$ cat src/hw/rtl/udiv256_pkg.sv
// Shared types and constants for the 256-bit unsigned divider.
// Used by the controller, the datapath and the top level; depends on nothing.
`default_nettype none

package udiv256_pkg;

  localparam int WordWidth = 64;
  localparam int NumWords = 4;
  localparam int DivWidth = WordWidth * NumWords;
  localparam int StepCountWidth = $clog2(DivWidth);

  typedef logic [WordWidth-1:0] word_t;
  typedef logic [DivWidth-1:0] wide_t;
  typedef logic [StepCountWidth-1:0] step_count_t;

  // Commands from the controller to the datapath.
  typedef struct packed {
    logic load;
    logic step;
  } dp_cmd_t;

  // Status from the datapath to the controller.
  typedef struct packed {
    logic divisor_zero;
  } dp_status_t;

endpackage

`default_nettype wire

$ cat src/hw/rtl/udiv256_ctrl.sv
// Controller state machine for the 256-bit divider: sequences load, steps and done.
// Depends on udiv256_pkg for the command and status types.
`default_nettype none

module udiv256_ctrl (
  input  wire                     clk,
  input  wire                     rst,
  input  wire                     start,
  input  udiv256_pkg::dp_status_t status,
  output udiv256_pkg::dp_cmd_t    cmd,
  output logic                    busy,
  output logic                    done
);
  import udiv256_pkg::*;

  typedef enum logic [1:0] {
    ST_IDLE,
    ST_RUN,
    ST_DONE
  } state_t;

  state_t      state;
  step_count_t count;
  logic        accept;
  logic        running;

  assign accept = start && !busy;
  assign running = (state == ST_RUN);

  always_comb begin
    cmd.load = accept;
    cmd.step = running && !status.divisor_zero;
  end

  always_ff @(posedge clk) begin
    if (rst) begin
      state <= ST_IDLE;
      count <= '0;
      busy  <= 1'b0;
      done  <= 1'b0;
    end else begin
      unique case (state)
        ST_IDLE, ST_DONE: begin
          done <= 1'b0;
          if (accept) begin
            state <= ST_RUN;
            count <= '1;
            busy  <= 1'b1;
          end else begin
            state <= ST_IDLE;
          end
        end
        ST_RUN: begin
          if (status.divisor_zero || count == '0) begin
            state <= ST_DONE;
            busy  <= 1'b0;
            done  <= 1'b1;
          end else begin
            count <= count - 1'b1;
          end
        end
        default: begin
          state <= ST_IDLE;
          busy  <= 1'b0;
          done  <= 1'b0;
        end
      endcase
    end
  end

endmodule

`default_nettype wire

$ cat src/hw/rtl/udiv256_datapath.sv
// Datapath for the 256-bit divider: restoring shift-subtract, one quotient bit per step.
// Depends on udiv256_pkg for widths and the command and status types.
`default_nettype none

module udiv256_datapath (
  input  wire                     clk,
  input  udiv256_pkg::dp_cmd_t    cmd,
  input  udiv256_pkg::wide_t      dividend,
  input  udiv256_pkg::wide_t      divisor,
  output udiv256_pkg::dp_status_t status,
  output udiv256_pkg::wide_t      quotient,
  output udiv256_pkg::wide_t      remainder,
  output logic                    divide_by_zero
);
  import udiv256_pkg::*;

  // The dividend shifts out at the top of num_quo while quotient bits enter at the bottom.
  wide_t                num_quo;
  wide_t                rem;
  wide_t                den;
  logic                 den_zero;
  logic [DivWidth:0]    rem_shift;
  logic [DivWidth+1:0]  diff;
  logic                 fits;

  assign rem_shift = {rem, num_quo[DivWidth-1]};
  assign diff = {1'b0, rem_shift} - {2'b00, den};
  assign fits = !diff[DivWidth+1];

  always_ff @(posedge clk) begin
    if (cmd.load) begin
      num_quo  <= dividend;
      rem      <= '0;
      den      <= divisor;
      den_zero <= (divisor == '0);
    end else if (cmd.step) begin
      num_quo <= {num_quo[DivWidth-2:0], fits};
      rem     <= fits ? diff[DivWidth-1:0] : rem_shift[DivWidth-1:0];
    end
  end

  assign status.divisor_zero = den_zero;
  assign quotient = den_zero ? '0 : num_quo;
  assign remainder = den_zero ? num_quo : rem;
  assign divide_by_zero = den_zero;

endmodule

`default_nettype wire

$ cat src/hw/rtl/unsigned_256bit_divider_unit.sv
// Top level of the 256-bit unsigned divider: controller plus datapath.
// Depends on udiv256_pkg, udiv256_ctrl and udiv256_datapath.
// done pulses when all quotient bits are formed; a zero divisor ends ST_RUN without any step.
// Throughput: one quotient bit per cycle from a 258-bit subtractor; no new start is taken while busy.
// A new start is taken in the cycle that done is high. Results cannot be stalled.
// Reset is synchronous and returns the controller to idle; data registers are not reset.
`default_nettype none

module unsigned_256bit_divider_unit (
  input  wire                      clk,
  input  wire                      rst,
  input  wire                      start,
  output logic                     busy,
  output logic                     done,
  input  wire  [63:0]              dividend_word0,
  input  wire  [63:0]              dividend_word1,
  input  wire  [63:0]              dividend_word2,
  input  wire  [63:0]              dividend_word3,
  input  wire  [63:0]              divisor_word0,
  input  wire  [63:0]              divisor_word1,
  input  wire  [63:0]              divisor_word2,
  input  wire  [63:0]              divisor_word3,
  output logic [63:0]              quotient_word0,
  output logic [63:0]              quotient_word1,
  output logic [63:0]              quotient_word2,
  output logic [63:0]              quotient_word3,
  output logic [63:0]              remainder_word0,
  output logic [63:0]              remainder_word1,
  output logic [63:0]              remainder_word2,
  output logic [63:0]              remainder_word3,
  output logic                     divide_by_zero
);
  import udiv256_pkg::*;

  dp_cmd_t    cmd;
  dp_status_t status;
  wide_t      dividend;
  wide_t      divisor;
  wide_t      quotient;
  wide_t      remainder;

  assign dividend = {dividend_word3, dividend_word2, dividend_word1, dividend_word0};
  assign divisor = {divisor_word3, divisor_word2, divisor_word1, divisor_word0};

  udiv256_ctrl u_ctrl (
    .clk    (clk),
    .rst    (rst),
    .start  (start),
    .status (status),
    .cmd    (cmd),
    .busy   (busy),
    .done   (done)
  );

  udiv256_datapath u_datapath (
    .clk            (clk),
    .cmd            (cmd),
    .dividend       (dividend),
    .divisor        (divisor),
    .status         (status),
    .quotient       (quotient),
    .remainder      (remainder),
    .divide_by_zero (divide_by_zero)
  );

  assign quotient_word0 = quotient[WordWidth-1:0];
  assign quotient_word1 = quotient[2*WordWidth-1:WordWidth];
  assign quotient_word2 = quotient[3*WordWidth-1:2*WordWidth];
  assign quotient_word3 = quotient[4*WordWidth-1:3*WordWidth];
  assign remainder_word0 = remainder[WordWidth-1:0];
  assign remainder_word1 = remainder[2*WordWidth-1:WordWidth];
  assign remainder_word2 = remainder[3*WordWidth-1:2*WordWidth];
  assign remainder_word3 = remainder[4*WordWidth-1:3*WordWidth];

endmodule

`default_nettype wire

$ cat config.mk
export PLATFORM = sky130hd
export DESIGN_NAME = unsigned_256bit_divider_unit
export DESIGN_NICKNAME = d
export VERILOG_FILES = /design/src/hw/rtl/udiv256_pkg.sv /design/src/hw/rtl/udiv256_ctrl.sv /design/src/hw/rtl/udiv256_datapath.sv /design/src/hw/rtl/unsigned_256bit_divider_unit.sv
export SDC_FILE = /design/constraint.sdc
export NUM_CORES = 2
export LEC_CHECK = 0
export BUFFER_PORTS_ARGS = -buffer_cell sky130_fd_sc_hd__buf_4
export CAP_MARGIN = 20
export CELL_PAD_IN_SITES_DETAIL_PLACEMENT = 1
export CELL_PAD_IN_SITES_GLOBAL_PLACEMENT = 1
export CORE_AREA = 2 2 407 409
export CTS_CLUSTER_DIAMETER = 100
export CTS_CLUSTER_SIZE = 28
export DETAILED_ROUTE_END_ITERATION = 8
export DIE_AREA = 0 0 409 411
export PLACE_DENSITY_LB_ADDON = 0.1
export SYNTH_ARGS = -nofsm -noshare
export SYNTH_HDL_FRONTEND = slang
export SYNTH_SLANG_ARGS = --single-unit
$ cat constraint.sdc
create_clock -name clk -period 20.6 [get_ports clk]
set_clock_uncertainty 0.15 [all_clocks]
set_input_delay 3.09 -clock clk [delete_from_list [all_inputs] [get_ports clk]]
set_output_delay 3.09 -clock clk [all_outputs]
set_load 0.01 [all_outputs]
==> impl_results.md <==
* Worst-margin pin slew at 1.15 ns
* Vias post-DR at between 50k and 60k
* Post-CTS setup buffer count at 0
* Area leader, netlist: edfxtp_1
* Critical-path maximum fanout at 40
* Setup CP Type: flip-flop to flip-flop
* Hold buffers post-CTS at 0
* Sw Ratio at 0.313
* CTS tree: done
* Power density over the cells at around 57 nW/um^2
* Chip height at slightly above 400 um
* Inst Count DP at about 9.6k
* Ys Warns at 0
* Internal cell power at 2.54 mW
* Io pins at 1,030
* Fill cells at between 15k and 20k
* Total leakage power at around 28 nW
* Core Region at 164,000 um^2
* Global Route Usage Sum at 0.293
* Post-route clock period utilization at 0.366
* Comb power frac at 0.208
* Sequential power share at 0.506
* Hpwl dp at about 210,000 um
* Critical Path AT at about 8 ns
* Layout cell share with drive strength beyond 1 at 0.199
* Hold slack at around 0.37 ns
* Synth cell count leaders: 1,349 x nand2_1, 660 x a21oi_1, 513 x edfxtp_1
* Syn nets at around 7.4k
* Sequential area share after synthesis at 0.382
* Final TNS setup at 0 ns
* Worst slew margin at 0.236
* Rows at roughly 150
* Worst reg2reg path startpoint: u_datapath.rem[71]
* Crit. End Element: flip-flop
* Max Buffers Root-to-Sink at 3
* Total power at around 3.7 mW
* Pre-antenna DRT Iters at 5
* P&R area growth vs syn at 20.3%
* HP Class: flip-flop to flip-flop
* Port bufs at a little over 1k
* Hold EP: u_datapath.rem[133]
* Ys flop type: edfxtp_1
* Post-synth EDFFs at roughly 510
* Top cells by area, synth: edfxtp_1 28%, dfxtp_1 9.9%, nand2_1 9.3%, a21oi_1 6.1%, ha_1 5.9%
* Syn Inst Count at ~6.7k
* CTS clock-pin slew for the worst setup and hold paths at between 0.1 and 0.15 ns
* Startpoint Class: flip-flop
* Synthesized area at around 54,000 um^2
* CTS buffer count at 42
* Vias in the first global route at 53.8k
* Largest net degree at the start of global routing at roughly 170
* Avg Cell Area, Syn at a little over 8 um^2
* Remaining Overflow, GRT at 0
* VDD IR max at roughly 54 uV
* Starting density of the core at 0.332
* GP Congestion at about 0.96
* Hold depth at 2
* Worst R2R End: u_datapath.rem[247]
* Psw at roughly 1.2 mW
* Outcome: completed
* H-Tree Depth at 2
* Full die area at about 170,000 um^2
* Post-layout util at 0.399
* Most common cell in the netlist: nand2_1
* Clock sink total at 781
* DR iter-0 viols at ~3.4k
* Number of setup violations in the final report at 0
* # Max-Cap Violations at 0
* Die Wd at just over 400 um
* Initial antenna violation count at 38
* Minimum clock period at between 7 and 8 ns
* Routed len/inst at 26.6 um
* Setup slack, reg-to-reg at roughly 13 ns
* R2R cell count at 17
* Root buf cell: clkbuf_16
* Final #Nets at just over 8k
* Hold_sp: u_datapath.rem[133]
* Clk network pwr share at 0.286
* Residual DRC at 0
* Final slew viol count at 0
* RSZ-0062 raised after global routing: no
* Synth unique cells at 95
* Synth top area share at 0.283
* Max frequency at 0.133 GHz
* Final ANT Viol Nets at 0
* Detailed-route wire length at ~260,000 um
* Post_cts resized at 0
* Worst-Skew Late Latency at 0.71 ns
* Vias/cell at 5.48
* Critical Path RT at 21.06 ns
* Asr flop ratio synth at 0
* First-pass GRT wire length at between 300,000 and 400,000 um
* FF+latch count, synth at about 780
* Fin cells at roughly 9.7k
* Final hold vios at 0
[worst max-delay path: stages, from the launching register on]
cell	delay [ns]
dfxtp_1	0.43
ha_1	0.42
nand4_1	0.15
nor3_1	0.77
nand4_1	0.33
nor4_1	0.49
nand2_1	0.11
nand4_1	0.14
a31oi_1	0.05
buf_4	0.21
o31ai_1	0.63
a31oi_1	0.43
o41a_2	1.00
inv_2	0.82
nand2_2	0.12
buf_4	0.27
nor3_1	0.70
a221o_1	0.21
[layout by cell type, fill, tap and decap left out, types with 21 or more instances in the layout]
master / instances
nand4_1: 182
dfxtp_1: 268
o21ai_1: 72
a22oi_1: 67
o21a_1: 45
a21o_1: 101
nand2_1: 1347
xnor2_1: 148
xor2_1: 97
nor2b_1: 269
o21bai_1: 106
ha_1: 258
nor3_1: 86
clkbuf_16: 43
a22o_1: 21
nand3_1: 50
edfxtp_1: 513
mux2_2: 256
nor4_1: 98
nor2_1: 468
inv_1: 362
a21oi_1: 660
o21ai_0: 496
a21boi_0: 29
buf_4: 1085
a31oi_1: 38
[worst max path at each step]
stage                            start             endpoint  slack (ns)  depth (start not counted)
floorplan                        start    u_datapath.den[0]        9.20                          4
global placement    u_datapath.rem[89]   u_datapath.rem[21]       12.57                         16
detailed placement  u_datapath.rem[89]   u_datapath.rem[21]       12.44                         16
CTS                 u_datapath.rem[89]   u_datapath.rem[21]       12.41                         16
global route        u_datapath.rem[71]  u_datapath.rem[247]       12.65                         17
finish              u_datapath.rem[71]  u_datapath.rem[247]       13.06                         17
[kinds of logic (layout without fill, tap and decap cells)]
| kind of cell | Yosys count | in the layout | synth area share |
|---|---|---|---|
| flops | 781 | 781 | 0.382 |
| buf+inv | 717 | 1531 | 0.0524 |
| compound gates | 1808 | 1808 | 0.199 |
| mux | 270 | 270 | 0.0556 |
| other cells | 0 | 17 | 0 |
| fa+ha+maj | 259 | 259 | 0.0597 |
| xor+xnor | 245 | 245 | 0.0394 |
| simple gates | 2591 | 2591 | 0.213 |
[metrics by stage]
step	worst slack, ns	cell area [um^2]
4_1_cts	12.41	65400
3_3_place_gp	12.57	63900
6_report	13.06	65400
3_5_place_dp	12.44	63900
2_1_floorplan	9.20	54400
5_1_grt	12.65	65400
[state kept, by name, indices dropped and copies added, names as in the netlist]
name                       flops
u_datapath.den               256
u_ctrl.done                    1
u_datapath.num_quo           256
u_datapath.divide_by_zero      1
u_ctrl.count                   8
u_ctrl.busy                    1
u_ctrl.state                   2
u_datapath.rem               256
[metal layers]
layer / GRT usage / vias up / wire [um]
met2: 0.500 / 1379 / 123000
met1: 0.389 / 26300 / 115000
met4: 0.0754 / 16 / 6590
met5: 0 / - / 92
met3: 0.0395 / 246 / 12700
li1: - / 25100 / -
[power by group through the flow]
| stage | Sequential, mW | Combinational, mW | Clock (mW) |
|---|---|---|---|
| 3_3_place_gp | 1.90 | 0.765 | 0 |
| 2_1_floorplan | 1.89 | 0.412 | 0 |
| 3_5_place_dp | 1.91 | 0.772 | 0 |
| 4_1_cts | 1.87 | 0.776 | 1.09 |
| 5_1_grt | 1.88 | 0.836 | 1.14 |
| 6_report | 1.87 | 0.769 | 1.06 |
[final cells by class]
class | instances | area [um^2] | area share
Multi-Input combinational cell | 5173 | 30800 | 0.471
Sequential cell | 781 | 20800 | 0.317
Timing Repair Buffer | 1088 | 8200 | 0.125
Tap cell | 2189 | 2740 | 0.0419
Inverter | 365 | 1390 | 0.0212
Clock buffer | 49 | 1110 | 0.0169
Clock inverter | 29 | 342 | 0.00522
Antenna cell | 17 | 42.5 | 0.000650
Note: power is estimated with default switching activity, not from simulation.
